===== src/rtl/ehb_pkg.sv =====
`timescale 1ns / 1ps
package ehb_pkg;
  localparam int unsigned GridSide = 64;
  localparam int unsigned IdxW = 6;
  localparam int unsigned AddrW = 12;
  localparam int unsigned Depth = 4096;
  localparam int unsigned CfgIdxW = 2;
  localparam int unsigned CfgDataW = 32;
  localparam logic [7:0] PixMax = 8'd255;

  typedef enum logic [CfgIdxW-1:0] {
    CFG_GRID_WIDTH = 2'd0,
    CFG_STEP       = 2'd1,
    CFG_GRID_COUNT = 2'd2,
    CFG_LOG_MODE   = 2'd3
  } cfg_idx_e;

  typedef enum logic {
    ACT_ADD  = 1'b0,
    ACT_READ = 1'b1
  } action_e;

  typedef struct packed {
    logic             action;
    logic [31:0]      source_vertex;
    logic [31:0]      dest_vertex;
    logic [IdxW-1:0]  read_row;
    logic [IdxW-1:0]  read_col;
  } in_item_t;

  typedef struct packed {
    logic [7:0] pixel_value;
    logic       edge_dropped;
  } out_item_t;

  // classified operation passed from front to back
  typedef struct packed {
    logic             is_read;
    logic             dropped;
    logic [AddrW-1:0] addr;
  } op_t;

  typedef struct packed {
    logic [31:0] grid_width;
    logic [7:0]  step;
    logic [6:0]  grid_count;
    logic        log_mode;
  } cfg_t;
endpackage


===== src/rtl/ehb_front.sv =====
`timescale 1ns / 1ps
// Bit-serial restoring division of both vertices by grid_width, then bin check.
module ehb_front (
  input  logic              clk_i,
  input  logic              rst_ni,
  input  ehb_pkg::cfg_t     cfg_i,
  input  logic              in_valid_i,
  output logic              in_ready_o,
  input  ehb_pkg::in_item_t in_data_i,
  output logic              op_valid_o,
  input  logic              op_ready_i,
  output ehb_pkg::op_t      op_o
);
  import ehb_pkg::*;

  typedef enum logic [1:0] {S_IDLE, S_DIV, S_OUT} state_e;
  state_e      state_q;
  logic [4:0]  cnt_q;
  logic [31:0] qs_q, qd_q;
  logic [32:0] rs_q, rd_q;
  logic [31:0] div_q;
  op_t         op_q;
  logic [32:0] rs_sh, rd_sh;
  logic        bs, bd;
  logic [31:0] qs_nx, qd_nx;
  logic        drop;

  assign rs_sh = {rs_q[31:0], qs_q[31]};
  assign rd_sh = {rd_q[31:0], qd_q[31]};
  assign bs = rs_sh >= {1'b0, div_q};
  assign bd = rd_sh >= {1'b0, div_q};
  assign qs_nx = {qs_q[30:0], bs};
  assign qd_nx = {qd_q[30:0], bd};
  // final quotient row/col valid only if upper bits zero and below grid_count
  assign drop = (qs_nx[31:IdxW] != '0) || (qd_nx[31:IdxW] != '0) ||
                ({26'd0, qs_nx[IdxW-1:0]} >= {25'd0, cfg_i.grid_count}) ||
                ({26'd0, qd_nx[IdxW-1:0]} >= {25'd0, cfg_i.grid_count});

  assign in_ready_o = (state_q == S_IDLE);
  assign op_valid_o = (state_q == S_OUT);
  assign op_o = op_q;

  always_ff @(posedge clk_i or negedge rst_ni) begin
    if (!rst_ni) begin
      state_q <= S_IDLE;
      cnt_q   <= '0;
    end else begin
      case (state_q)
        S_IDLE: begin
          if (in_valid_i) begin
            if (in_data_i.action == ACT_READ) begin
              op_q    <= '{is_read: 1'b1, dropped: 1'b0,
                           addr: {in_data_i.read_row, in_data_i.read_col}};
              state_q <= S_OUT;
            end else begin
              qs_q    <= in_data_i.source_vertex;
              qd_q    <= in_data_i.dest_vertex;
              rs_q    <= '0;
              rd_q    <= '0;
              div_q   <= (cfg_i.grid_width == '0) ? 32'd1 : cfg_i.grid_width;
              cnt_q   <= '0;
              state_q <= S_DIV;
            end
          end
        end
        S_DIV: begin
          rs_q  <= bs ? rs_sh - {1'b0, div_q} : rs_sh;
          rd_q  <= bd ? rd_sh - {1'b0, div_q} : rd_sh;
          qs_q  <= qs_nx;
          qd_q  <= qd_nx;
          cnt_q <= cnt_q + 5'd1;
          if (cnt_q == 5'd31) begin
            state_q <= S_OUT;
            op_q    <= '{is_read: 1'b0, dropped: drop,
                         addr: {qs_nx[IdxW-1:0], qd_nx[IdxW-1:0]}};
          end
        end
        S_OUT: begin
          if (op_ready_i) state_q <= S_IDLE;
        end
        default: state_q <= S_IDLE;
      endcase
    end
  end
endmodule


===== config.mk =====
export PLATFORM = sky130hd
export DESIGN_NAME = ehb_front
export DESIGN_NICKNAME = d
export VERILOG_FILES = /design/src/rtl/ehb_pkg.sv /design/src/rtl/ehb_front.sv
export SDC_FILE = /design/constraint.sdc
export NUM_CORES = 1
export LEC_CHECK = 0
export BUFFER_PORTS_ARGS = -buffer_cell sky130_fd_sc_hd__buf_2
export CORE_MARGIN = 1
export CORE_UTILIZATION = 65
export CTS_BUF_LIST = sky130_fd_sc_hd__clkbuf_8
export CTS_CLUSTER_SIZE = 16
export DETAILED_ROUTE_END_ITERATION = 16
export HOLD_SLACK_MARGIN = 0.03
export PLACE_DENSITY = 0.95
export SLEW_MARGIN = 25
export SYNTH_ARGS = -nofsm -noshare
export SYNTH_HDL_FRONTEND = slang
export SYNTH_SLANG_ARGS = --single-unit

===== constraint.sdc =====
create_clock -name clk_i -period 14 [get_ports clk_i]
set_clock_uncertainty 0.15 [all_clocks]
set_input_delay 0.7 -clock clk_i [delete_from_list [all_inputs] [get_ports clk_i]]
set_output_delay 0.7 -clock clk_i [all_outputs]
set_load 0.005 [all_outputs]

==> out/results.ini <==
[global_route]
grt_pass1_wl_um=44200
track_usage_pct=31.3
antenna_found_initial=0
overflow=0
grt_pass1_vias=9298
grt_max_degree=82

[yosys]
synth.avg_cell_area_sq_um=9.46
async_flop_share_pct=3.87
synthTopCellsByArea=edfxtp_1, nand2_1, ha_1, a21oi_1, nor2_1
synthTopCellsByCount=nand2_1, edfxtp_1, nor2_1
post_synth_inst_count=1203
syn-cell-area_sq_um=11400
synth_compound_area_share_pct=13.8
yosysWarnings=0
synth_enable_flop_cells=174
synth_top_area_cell=edfxtp_1
synth.mux.area_fraction_pct=2.40
synth_xor_area_share_pct=4.08
synth_top_family_by_area=simple AND/OR/NAND/NOR gates
synth_flop_cell=edfxtp_1
yosysMostFrequentCell=nand2_1
syn_nets=1412
ys_ff_latch=181
ys_types=62
synthAdderAreaFrac_pct=8.93
synthSimpleGateAreaFrac_pct=18.8
synth_top_area_share_pct=45.9
synth-seq-area-share_pct=47.4

[worst_setup_path]
critical-path-slowest-cell=edfxtp_1
reg2reg_from=div_q[1]
r2r_cells=20
cp_cell_sequence=inv_1, ha_1, nor2b_1, o211ai_1, a211oi_1, nor4_1, o31ai_2, a41oi_1, nand2_1, inv_2, buf_4, ha_1, nand2b_1, a21o_1, a21o_1, a21oi_1, nor2b_1, o21ai_0, a31o_2, a21oi_1
crit_fanout=33
reg2reg_slack_ps=9270
setup.worst_path.start_class=register
cp_slowest_stage_delay_ps=510
cp.required_ps=14080
critPathCaptureType=register
r2r_end=op_o[12]
crit_arrival_ps=4810
critPathKind=register to register

[timing]
finalSetupViolCount=0
drv_slew=0
hold_violations=0
fin_ws_ps=9270
rsz0062_at_grt=no
max_freq_mhz=212
relSlewSlack_pct=34.0
tightestPinTransition_ps=989
fin_tns_setup_ps=0
fin_crit_sh_pct=33.8
min_period_ps=4730

[final_layout]
fin_nets=1501
multi_input_area_sq_um=5490
num-fill-cells=1184
utilization_pct=73.1
finalNonFillerCells=1530
drive_above_1_share_pct=15.2
area_delta_synth_final_pct=10.3
regArea_sq_um=5400
num_antenna_cells=0

[routing]
via_per_inst=6.16
drc=0
drt-initial-drc-count=835
dr.pass1.iters=7
vias=9422
routedWlPerCell_um=17.6
antenna_left=0
drt_wl_total_um=27000

[clock_tree]
clkSinkCount=181
path_clk_slew_ps=120
root_buffer=clkbuf_8
insertion_delay_ps=500
numCtsBuffers=17
cts_buffer_depth=2
postCtsSetupBuffers=0
h-tree-depth=4
cts_tree=built

[placement]
io_buffers=135
gp_congestion=0.955
placed_cells=1497
dp_slack_ps=9360
hpwl_um=19100

[die]
initial_utilization_pct=66.3
fp.dieW_um=134
ios=145
fp.dieArea_sq_um=18000
fp.dieH_um=134
core_area_sq_um=17200
rows=48

[flow_run]
maxCapViolations=0

[power]
total_power_uw=2130
power_density_nw_per_um2=170
peakVddDrop_mv=0.113
p_leak_uw=0.00555

[run_status]
status=finished, final reports clean

[worst_hold_path]
hold_depth=1
min-delay-start=cfg_i[26]
hp-class=primary input to register
min_to=div_q[10]

## layout make-up
type                       instances  share of cell area (%)
timing repair buffer             145                    6.00
sequential                       181                    43.0
clock buffer                      17                    1.86
clock inverter                    15                    1.55
inverter                          53                    1.61
multi-input combinational        894                    43.7
tap                              225                    2.24
## worst max-delay path, delay by kind of cell (launching register included)
kind,cells,cell delay (ps)
AO/OA/AOI/OAI,10,1730
AND/OR/NAND/NOR,5,960
buffers and inverters,3,540
adder cells (fa/ha/maj),2,540
flip-flops,1,510
## stage by stage
| stage | instance area [sq um] | hold slack, ps |
|---|---|---|
| finish | 12600 | 234 |
| global route | 12600 | 220 |
| CTS | 12600 | 214 |
| detailed placement | 12100 | 344 |
| global placement | 12100 | 343 |
| floorplan | 11400 | 254 |
## kinds of logic (layout without fill, tap and decap cells)
group / Yosys count / after routing
AND/OR/NAND/NOR: 496 / 496
adder cells (fa/ha/maj): 80 / 80
flip-flops: 181 / 181
multiplexers: 27 / 27
buffers and inverters: 128 / 230
XOR/XNOR: 53 / 53
AO/OA/AOI/OAI: 238 / 238
## cells in the final DEF, fill, tap and decap left out, types with 4 or more instances in the layout
cell / instances
o21ai_0: 23
xnor2_1: 37
buf_4: 9
mux2i_1: 25
o211ai_1: 6
a21o_1: 30
nor2_1: 89
a31o_2: 4
and2_1: 4
buf_2: 135
xor2_1: 16
a21oi_1: 86
nor4_1: 27
o21a_1: 7
a22o_1: 4
inv_1: 50
nor2b_1: 9
clkinv_8: 6
a211oi_1: 16
a211oi_2: 4
dfrtp_1: 7
o31ai_1: 5
clkbuf_8: 17
and3_1: 13
ha_1: 78
nand2_1: 284
nand4_1: 17
nand3_1: 20
o21bai_1: 8
nand2b_1: 15
o21ai_1: 13
inv_8: 4
a31oi_1: 5
nor3_1: 7
edfxtp_1: 174
## where the power goes
| group | leakage [uW] | internal (uW) | total, uW | switching [uW] |
|---|---|---|---|---|
| sequential | 0.00174 | 773 | 842 | 69.2 |
| combinational | 0.00360 | 356 | 914 | 558 |
| clock | 0.000212 | 140 | 378 | 238 |
| total | 0.00555 | 1270 | 2130 | 865 |
## metal layers
metal	GRT usage [%]	part of all wire [%]	vias to the layer above
li1	-	-	4459
met1	38.5	39	4374
met2	53.7	49	525
met3	6.31	9.0	64
met4	13.2	2.9	0
met5	0	0	-
## sequential cells by signal, indices dropped and copies added (netlist names)
| signal | flops |
|---|---|
| state_q | 2 |
| rs_q | 32 |
| rd_q | 32 |
| cnt_q | 5 |
| qs_q | 32 |
| div_q | 32 |
| op_o | 14 |
| qd_q | 32 |
## how the worst max path moves through the flow
stage | start | endpoint | slack (ps) | cells past startpoint
finish | div_q[1] | op_o[12] | 9270 | 20
global route | div_q[1] | op_o[12] | 8880 | 20
CTS | div_q[1] | op_o[12] | 9330 | 20
detailed placement | div_q[1] | op_o[12] | 9360 | 20
global placement | div_q[6] | op_o[12] | 9470 | 19
floorplan | in_data_i[76] | qd_q[0] | 6900 | 3
## repair_timing
item,in CTS,in global routing
endpoints found under the hold margin,7,0
gates resized for setup,0,0
hold buffers,1,0
No activity file was read; power rests on OpenSTA's default activity.
