## src/rtl/ehb_pkg.sv

```systemverilog
`timescale 1ns / 1ps
package ehb_pkg;
  localparam int unsigned GridSide = 64;
  localparam int unsigned IdxW = 6;
  localparam int unsigned AddrW = 12;
  localparam int unsigned Depth = 4096;
  localparam int unsigned CfgIdxW = 2;
  localparam int unsigned CfgDataW = 32;
  localparam logic [7:0] PixMax = 8'd255;

  typedef enum logic [CfgIdxW-1:0] {
    CFG_GRID_WIDTH = 2'd0,
    CFG_STEP       = 2'd1,
    CFG_GRID_COUNT = 2'd2,
    CFG_LOG_MODE   = 2'd3
  } cfg_idx_e;

  typedef enum logic {
    ACT_ADD  = 1'b0,
    ACT_READ = 1'b1
  } action_e;

  typedef struct packed {
    logic             action;
    logic [31:0]      source_vertex;
    logic [31:0]      dest_vertex;
    logic [IdxW-1:0]  read_row;
    logic [IdxW-1:0]  read_col;
  } in_item_t;

  typedef struct packed {
    logic [7:0] pixel_value;
    logic       edge_dropped;
  } out_item_t;

  // classified operation passed from front to back
  typedef struct packed {
    logic             is_read;
    logic             dropped;
    logic [AddrW-1:0] addr;
  } op_t;

  typedef struct packed {
    logic [31:0] grid_width;
    logic [7:0]  step;
    logic [6:0]  grid_count;
    logic        log_mode;
  } cfg_t;
endpackage

```

## src/rtl/ehb_queue.sv

```systemverilog
`timescale 1ns / 1ps
// Two-entry op queue between front and back.
module ehb_queue (
  input  logic         clk_i,
  input  logic         rst_ni,
  input  logic         wr_valid_i,
  output logic         wr_ready_o,
  input  ehb_pkg::op_t wr_data_i,
  output logic         rd_valid_o,
  input  logic         rd_ready_i,
  output ehb_pkg::op_t rd_data_o
);
  import ehb_pkg::*;
  op_t        mem_q [2];
  logic       wp_q, rp_q;
  logic [1:0] cnt_q;
  logic       wr, rd;

  assign wr_ready_o = cnt_q != 2'd2;
  assign rd_valid_o = cnt_q != 2'd0;
  assign rd_data_o  = mem_q[rp_q];
  assign wr = wr_valid_i && wr_ready_o;
  assign rd = rd_valid_o && rd_ready_i;

  always_ff @(posedge clk_i) begin
    if (wr) mem_q[wp_q] <= wr_data_i;
  end

  always_ff @(posedge clk_i or negedge rst_ni) begin
    if (!rst_ni) begin
      wp_q <= 1'b0; rp_q <= 1'b0; cnt_q <= '0;
    end else begin
      if (wr) wp_q <= ~wp_q;
      if (rd) rp_q <= ~rp_q;
      cnt_q <= cnt_q + {1'b0, wr} - {1'b0, rd};
    end
  end

  a_no_overflow: assert property (@(posedge clk_i) disable iff (!rst_ni)
    cnt_q <= 2'd2) else $error("queue overflow");
endmodule

```

## config.mk

```make
export PLATFORM = sky130hd
export DESIGN_NAME = ehb_queue
export DESIGN_NICKNAME = d
export VERILOG_FILES = /design/src/rtl/ehb_pkg.sv /design/src/rtl/ehb_queue.sv
export SDC_FILE = /design/constraint.sdc
export NUM_CORES = 1
export LEC_CHECK = 0
export ABC_AREA = 1
export BUFFER_PORTS_ARGS = -buffer_cell sky130_fd_sc_hd__buf_2
export CAP_MARGIN = 20
export CORE_ASPECT_RATIO = 0.7
export CORE_MARGIN = 3
export CORE_UTILIZATION = 50
export DETAILED_ROUTE_END_ITERATION = 8
export PLACE_DENSITY = 0.76
export SETUP_SLACK_MARGIN = 0.2
export SLEW_MARGIN = 40
export SYNTH_ARGS = -nofsm -noshare
export SYNTH_HDL_FRONTEND = slang
export SYNTH_SLANG_ARGS = --single-unit
```

## constraint.sdc

```tcl
create_clock -name clk_i -period 1.8 [get_ports clk_i]
set_input_delay 0.36 -clock clk_i [delete_from_list [all_inputs] [get_ports clk_i]]
set_output_delay 0.36 -clock clk_i [all_outputs]
set_load 0.1 [all_outputs]
```

==> results of run 1 <==
[worst register-to-register path, cell delays in order, from the launching register on]
cell,delay [ns]
dfrtp_1,0.42
inv_1,0.13
nand2_4,0.07
nand2_1,0.09
inv_1,0.05
ha_1,0.28
inv_1,0.06
ha_1,0.16
inv_1,0.04
nand2_1,0.07
nand2_1,0.05
[cell usage in the layout, fill, tap and decap left out]
master	n
nand2_1	36
clkinv_2	2
nor2_4	1
clkbuf_8	5
nand2_4	2
ha_1	2
dfrtp_1	3
dlygate4sd3_1	1
clkinv_1	1
buf_2	17
inv_1	8
dfrtp_2	1
buf_12	14
buf_4	3
inv_8	1
edfxtp_1	28
clkbuf_4	1
buf_6	1
nand2_2	17
nand3_1	3
[logic make-up after synthesis]
family	count (synthesis)	synth area share (%)
adder cells (fa/ha/maj)	2	1.95
buffers and inverters	12	6.33
flip-flops	32	73.2
AND/OR/NAND/NOR	59	18.5
[flip-flops by register name, indices dropped and copies added (netlist names)]
| register | flops |
|---|---|
| rp_q | 1 |
| cnt_q | 2 |
| wp_q | 1 |
| mem_q | 28 |
[metrics by stage]
| stage | std cells | setup WS [ns] | utilization, % |
|---|---|---|---|
| floorplan | 105 | 0.201 | - |
| global placement | 168 | 0.298 | 74.8 |
| detailed placement | 168 | 0.265 | 74.8 |
| CTS | 179 | 0.199 | 79.9 |
| global route | 179 | 0.143 | 80.1 |
| finish | 179 | 0.207 | 80.1 |
[routing by layer]
| metal | GRT usage, % | share of wire, % | up-vias |
|---|---|---|---|
| met5 | 0 | 0 | - |
| li1 | - | - | 421 |
| met3 | 6.25 | 7.0 | 10 |
| met2 | 26.0 | 50 | 30 |
| met4 | 7.09 | 3.5 | 0 |
| met1 | 21.7 | 40 | 396 |
[worst max-delay path by stage]
stage | start | endpoint | depth (start not counted) | slack, ns
2_1_floorplan | cnt_q[0] | cnt_q[1] | 9 | 0.20
3_3_place_gp | rp_q | rd_data_o[7] | 4 | 0.30
3_5_place_dp | rp_q | rd_data_o[6] | 4 | 0.27
4_1_cts | rp_q | rd_data_o[1] | 4 | 0.20
5_1_grt | rp_q | rd_data_o[1] | 4 | 0.14
6_report | rp_q | rd_data_o[6] | 4 | 0.21
[layout make-up]
cell class	instances	share of cell area [%]
Sequential cell	32	51.3
Timing Repair Buffer	37	22.7
Multi-Input combinational cell	61	17.2
Clock buffer	5	3.74
Inverter	9	2.25
Tap cell	32	2.18
Clock inverter	3	0.749
[what timing repair did]
action / in CTS / in global routing
endpoints found under the hold margin: 4 / 0
endpoints found under the setup margin: 15 / 12
resized for setup: 4 / 2
setup buffers: 2 / 0
hold buffers: 1 / 0
==> flow_metrics.env, run 1 <==
export IMPL_clockBufferDepth=2
export IMPL_hold_end="mem_q[1][6]"
export IMPL_synth_seq_area_share_pct=73.2
export IMPL_hold_class="input port to register"
export IMPL_relSlewSlack_pct=61.3
export IMPL_grt_start_max_net_pins=16
export IMPL_cap_violations=0
export IMPL_grt_pass1_vias=912
export IMPL_antenna_found_initial=0
export IMPL_min_period_ns=1.59
export IMPL_arrival_ns=1.23
export IMPL_cts_sinks=32
export IMPL_postSynthCellCount=105
export IMPL_r2r_worst_path_cells=10
export IMPL_drtAntennaViolNets=0
export IMPL_final_net_count=166
export IMPL_synthFlopType="edfxtp_1"
export IMPL_tightest_slew_ns=0.580
export IMPL_cts_buffers=5
export IMPL_syn_cell_area_um2=1280
export IMPL_fin_crit_sh_pct=88.5
export IMPL_drive_gt1_share_pct=44.2
export IMPL_timing_rr_end="cnt_q[1]"
export IMPL_dpl_cell_area_um2=1720
export IMPL_clkLatencyLatePin_ns=0.28
export IMPL_rrSetupSlack_ns=0.28
export IMPL_rows=14
export IMPL_drtIter0Drc=23
export IMPL_cts_clk_slew_worst_paths_ns=0.07
export IMPL_io_pins=34
export IMPL_yosys_warnings=0
export IMPL_syn_to_final_growth_pct=43.0
export IMPL_worstPathRequired_ns=1.44
export IMPL_grt_total_usage_pct=17.0
export IMPL_die_h_um=48.4
export IMPL_hold_viol_final=0
export IMPL_initial_core_util_pct=56.0
export IMPL_wire_per_inst_um=13.8
export IMPL_dp_hpwl_um=1750
export IMPL_outcome="finished, final reports clean"
export IMPL_vias_per_cell=4.79
export IMPL_setup_tns_ns=0
export IMPL_grt_pass1_wl_um=4020
export IMPL_crit_fanout=5
export IMPL_criticalPathCategory="register to primary output"
export IMPL_drc=0
export IMPL_cts_tree="yes"
export IMPL_gp_congestion=0.718
export IMPL_register_area_um2=942
export IMPL_hp_start="wr_data_i[6]"
export IMPL_yosys_area_top_type="edfxtp_1"
export IMPL_routed_wl_um=2460
export IMPL_cpPeakStageDelay_ns=0.46
export IMPL_nFillCells=132
export IMPL_yosysMostFrequentCell="nand2_1"
export IMPL_grt_overflow_total=0
export IMPL_synth_common_cells="nand2_1 (50), edfxtp_1 (28), inv_1 (8)"
export IMPL_synth_edff_count=28
export IMPL_path_buf_inv=2
export IMPL_critPathCaptureType="primary output"
export IMPL_dieArea_um2=3220
export IMPL_syn_area_per_cell_um2=12.2
export IMPL_ys_ff_latch=32
export IMPL_fmax_mhz=628
export IMPL_num_vias=857
export IMPL_path_cells="buf_4 > nand2_1 > nand2_2 > buf_12"
export IMPL_cp_top_family="flip-flops"
export IMPL_finish_instance_area_um2=1840
export IMPL_core_area_um2=2290
export IMPL_drt_pass1_iterations=5
export IMPL_htree_levels=2
export IMPL_drv_slew=0
export IMPL_hold_slack_ns=0.269
export IMPL_synth_nets=125
export IMPL_io_buffers=33
export IMPL_rsz0062_at_grt="true"
export IMPL_crit_slowest_cell="dfrtp_2"
export IMPL_holdPathStages=1
export IMPL_fin_worst_skew_ns=0.00742
export IMPL_yosysUniqueCellTypes=11
export IMPL_async_reset_ff_share_pct=12.5
export IMPL_synth_top_area_share_pct=65.4
export IMPL_die_w_um=66.6
export IMPL_cts_root_buf="clkbuf_8"
export IMPL_r2r_start="cnt_q[1]"
export IMPL_synthTopCellsByArea="edfxtp_1 (65%), nand2_1 (15%), dfrtp_1 (7.8%), nand2_2 (2.4%), inv_1 (2.3%)"
export IMPL_n_antenna_cell=0
export IMPL_multiInputGateArea_um2=315
export IMPL_setup_viol=0
export IMPL_start_kind="register"
Power of run 1 is not shown: default switching activity piles up to over one toggle a cycle in this logic, so the estimate is an artifact.
==> inputs of run 2 (changes only) <==
- CELL_PAD_IN_SITES_DETAIL_PLACEMENT: not set -> 0
- CELL_PAD_IN_SITES_GLOBAL_PLACEMENT: not set -> 1
- CORE_UTILIZATION: 50 -> 40
- PLACE_DENSITY: 0.76 -> not set
- PLACE_DENSITY_LB_ADDON: not set -> 0.1
==> flow_metrics.env, run 2 (synthesis gave the netlist of run 1 again) <==
export IMPL_outcome="finished, final reports clean"
export IMPL_drv_slew=0
export IMPL_die_w_um=73.7
export IMPL_rsz0062_at_grt="true"
export IMPL_criticalPathCategory="register to primary output"
export IMPL_wl_met3_um=163
export IMPL_path_buf_inv=2
export IMPL_vias_per_cell=4.52
export IMPL_drive_gt1_share_pct=44.3
export IMPL_routed_wl_um=2340
export IMPL_grt_start_max_net_pins=16
export IMPL_htree_levels=2
export IMPL_fin_worst_skew_ns=0.00647
export IMPL_start_kind="register"
export IMPL_m1WireLength_um=995
export IMPL_setup_viol=0
export IMPL_clockBufferDepth=2
export IMPL_arrival_ns=1.26
export IMPL_initial_core_util_pct=44.0
export IMPL_cts_root_buf="clkbuf_8"
export IMPL_grt_total_usage_pct=14.0
export IMPL_final_cells=185
export IMPL_layout_cells_most_common="nand2_1"
export IMPL_setup_tns_ns=0
export IMPL_min_period_ns=1.62
export IMPL_cts_buffers=5
export IMPL_num_vias=836
export IMPL_clkLatencyLatePin_ns=0.28
export IMPL_drtAntennaViolNets=0
export IMPL_grt_overflow_total=0
export IMPL_cp_top_family="flip-flops"
export IMPL_wire_per_inst_um=12.6
export IMPL_cpPeakStageDelay_ns=0.48
export IMPL_grt_pass1_wl_um=3750
export IMPL_drtIter0Drc=37
export IMPL_largest_reg_flops=28
export IMPL_fmax_mhz=617
export IMPL_cp_common_cell="nand2_1"
export IMPL_relSlewSlack_pct=60.3
export IMPL_cts_tree="yes"
export IMPL_drc=0
export IMPL_antenna_found_initial=0
export IMPL_syn_to_final_growth_pct=45.8
export IMPL_final_net_count=168
export IMPL_highest_layer="met4"
export IMPL_grt_pass1_vias=849
export IMPL_cts_clk_slew_worst_paths_ns=0.07
export IMPL_die_h_um=53.4
export IMPL_worstPathRequired_ns=1.44
export IMPL_dieArea_um2=3940
export IMPL_drt_pass1_iterations=4
export IMPL_tightest_slew_ns=0.595
export IMPL_final_cell_mix="nand2_1 (37), edfxtp_1 (28), buf_2 (17)"
export IMPL_largestRegisters="mem_q x28, cnt_q x2"
export IMPL_io_pins=34
export IMPL_core_area_um2=2920
export IMPL_rrSetupSlack_ns=0.33
export IMPL_path_cells="inv_8 > nand2_1 > nand2_1 > buf_12"
export IMPL_dp_hpwl_um=1590
export IMPL_cts_sinks=32
export IMPL_crit_slowest_cell="dfrtp_2"
export IMPL_hold_class="input port to register"
export IMPL_crit_fanout=15
export IMPL_dp_cells=172
export IMPL_n_antenna_cell=0
export IMPL_fin_crit_sh_pct=90.0
export IMPL_hold_viol_final=0
export IMPL_rows=16
export IMPL_critPathCaptureType="primary output"
export IMPL_cap_violations=0
export IMPL_gp_congestion=0.702
export IMPL_wl_met2_um=1140
export IMPL_largest_register="mem_q"
export IMPL_io_buffers=33
-- run 2: worst paths after layout --
check | from | endpoint | depth (start not counted)
worst max-delay path | rp_q | rd_data_o[1] | 4
worst max register to register | cnt_q[1] | cnt_q[1] | 10
min in group asynchronous | rst_ni | cnt_q[0] | 2
max in group asynchronous | rst_ni | rp_q | 2
worst min-delay path | wr_data_i[9] | mem_q[0][9] | 1
worst min register to register | wp_q | wp_q | 2
-- run 2: per-stage QoR --
stage	hold slack (ns)	area, µm²	util (%)	setup WS (ns)
CTS	0.254	1860	63.6	0.173
finish	0.263	1870	64.1	0.180
global route	0.249	1870	64.1	0.112
global placement	0.174	1720	58.9	0.253
floorplan	0.0644	1340	-	0.201
detailed placement	0.176	1720	58.9	0.247
-- run 2: metal layers --
layer | up-vias | global-route usage [%]
li1 | 423 | -
met4 | 0 | 7.23
met1 | 382 | 16.8
met2 | 26 | 21.3
met3 | 5 | 6.07
met5 | - | 0
-- run 2: layout make-up --
class	instances	area, µm²
flip-flops and latches	32	942
multi-input cells	61	313
well taps	36	45.0
clock buffers	8	100
inverters	9	41.3
fillers	218	1050
repair buffers	39	432
-- run 2: worst reg2reg max path, stage by stage, from the launching register on --
cell and delay, ns:
dfrtp_1 0.42, inv_1 0.13, nand2_4 0.06, nand2_1 0.09, inv_1 0.05, ha_1 0.28, inv_1 0.05, ha_1 0.15
inv_1 0.04, nand2_1 0.05, nand2_1 0.05
-- run 2: what timing repair did --
item                                   4_1_cts  5_1_grt
gates cloned                                 0        0
buffers inserted                             3        1
endpoints found under the hold margin        4        0
hold buffers                                 1        0
gates resized for setup                      3        2
setup endpoints to repair                   15       15
Power of run 2 is left out for the same reason.
==> inputs of run 3 (changes only) <==
==> constraint.sdc (replaced) <==
create_clock -name clk_i -period 1.8 [get_ports clk_i]
set_input_delay 0.18 -clock clk_i [delete_from_list [all_inputs] [get_ports clk_i]]
set_output_delay 0.18 -clock clk_i [all_outputs]
set_load 0.1 [all_outputs]
==> flow_metrics.env, run 3 (synthesis gave the netlist of run 1 again) <==
export IMPL_wire_per_inst_um=11.8
export IMPL_fmax_mhz=677
export IMPL_drc=0
export IMPL_num_vias=814
export IMPL_final_net_count=165
export IMPL_dp_cells=172
export IMPL_clkLatencyLatePin_ns=0.28
export IMPL_grt_start_max_net_pins=16
export IMPL_gp_congestion=0.676
export IMPL_rows=16
export IMPL_io_buffers=33
export IMPL_crit_start="rp_q"
export IMPL_grt_pass1_wl_um=3790
export IMPL_critPathCaptureType="primary output"
export IMPL_relSlewSlack_pct=64.3
export IMPL_final_cell_mix="nand2_1 (48), edfxtp_1 (28), buf_2 (19)"
export IMPL_vias_per_cell=4.47
export IMPL_die_h_um=53.4
export IMPL_syn_to_final_growth_pct=39.6
export IMPL_fin_crit_sh_pct=82.1
export IMPL_multiInputGateArea_um2=285
export IMPL_register_area_um2=942
export IMPL_tightest_slew_ns=0.535
export IMPL_rsz0062_at_grt="false"
export IMPL_dieArea_um2=3940
export IMPL_arrival_ns=1.30
export IMPL_clockBufferDepth=2
export IMPL_cts_buffers=5
export IMPL_crit_end="rd_data_o[2]"
export IMPL_htree_levels=2
export IMPL_criticalPathCategory="register to primary output"
export IMPL_fin_worst_skew_ns=0.00547
export IMPL_final_cells=182
export IMPL_initial_core_util_pct=44.0
export IMPL_largest_register="mem_q"
export IMPL_timing_rr_end="cnt_q[1]"
export IMPL_r2r_start="cnt_q[1]"
export IMPL_holdPathStages=1
export IMPL_largest_reg_flops=28
export IMPL_hold_viol_final=0
export IMPL_n_antenna_cell=0
export IMPL_rrSetupSlack_ns=0.35
export IMPL_outcome="finished, final reports clean"
export IMPL_io_pins=34
export IMPL_crit_fanout=9
export IMPL_worstPathRequired_ns=1.62
export IMPL_hold_class="input port to register"
export IMPL_routed_wl_um=2150
export IMPL_drv_slew=0
export IMPL_nFillCells=244
export IMPL_grt_total_usage_pct=13.8
export IMPL_antenna_found_initial=0
export IMPL_dp_hpwl_um=1540
export IMPL_grt_overflow_total=0
export IMPL_layout_cells_most_common="nand2_1"
export IMPL_cts_clk_slew_worst_paths_ns=0.07
export IMPL_drive_gt1_share_pct=35.6
export IMPL_cts_tree="yes"
export IMPL_setup_tns_ns=0
export IMPL_drtIter0Drc=58
export IMPL_setup_viol=0
export IMPL_drtAntennaViolNets=0
export IMPL_grt_pass1_vias=814
export IMPL_start_kind="register"
export IMPL_r2r_worst_path_cells=10
export IMPL_drt_pass1_iterations=4
export IMPL_cts_root_buf="clkbuf_8"
export IMPL_cts_sinks=32
export IMPL_core_area_um2=2920
export IMPL_largestRegisters="mem_q x28, cnt_q x2"
export IMPL_die_w_um=73.7
export IMPL_cap_violations=0
export IMPL_min_period_ns=1.48
[run 3: what timing repair did]
action | CTS | global route
resized for setup | 1 | 0
setup buffers | 0 | 1
hold buffers | 1 | 0
endpoints found under the hold margin | 4 | 0
setup endpoints to repair | 9 | 3
[run 3: final cells by class]
class,instances,area share [%]
flip-flops and latches,32,52.5
repair buffers,36,22.3
multi-input cells,61,15.9
clock buffers,5,3.84
well taps,36,2.51
inverters,9,2.16
clock inverters,3,0.767
[run 3: layer usage]
| layer | vias to the layer above | share of wire, % | track usage, % |
|---|---|---|---|
| li1 | 419 | - | - |
| met1 | 365 | 42 | 16.7 |
| met2 | 28 | 50 | 21.5 |
| met3 | 2 | 7.7 | 5.50 |
| met4 | 0 | 0.37 | 6.33 |
| met5 | - | 0 | 0 |
[run 3: how the worst min path moves through the flow]
stage	startpoint	endpoint	slack, ns
after global placement	rst_ni	wp_q	-0.006
final	wr_data_i[4]	mem_q[1][4]	0.09
after detailed placement	rst_ni	wp_q	-0.006
after floorplan	rst_ni	cnt_q[0]	-0.12
after global routing	wr_data_i[7]	mem_q[0][7]	0.08
after CTS	wr_data_i[7]	mem_q[1][7]	0.08
[run 3: worst max-delay path: stages (launching register included)]
cell     delay, ns
dfrtp_2       0.44
buf_4         0.19
nand2_1       0.06
nand2_1       0.14
buf_12        0.19
[run 3: per-stage QoR]
step                hold slack (ns)  util [%]  cell area [µm²]  setup slack [ns]
detailed placement         -0.00617      57.9             1690             0.353
global route                 0.0770      61.4             1790             0.214
CTS                          0.0833      61.1             1790             0.241
floorplan                    -0.116         -             1310             0.201
finish                       0.0890      61.4             1790             0.322
global placement           -0.00623      57.9             1690             0.371
Power of run 3 is left out for the same reason.
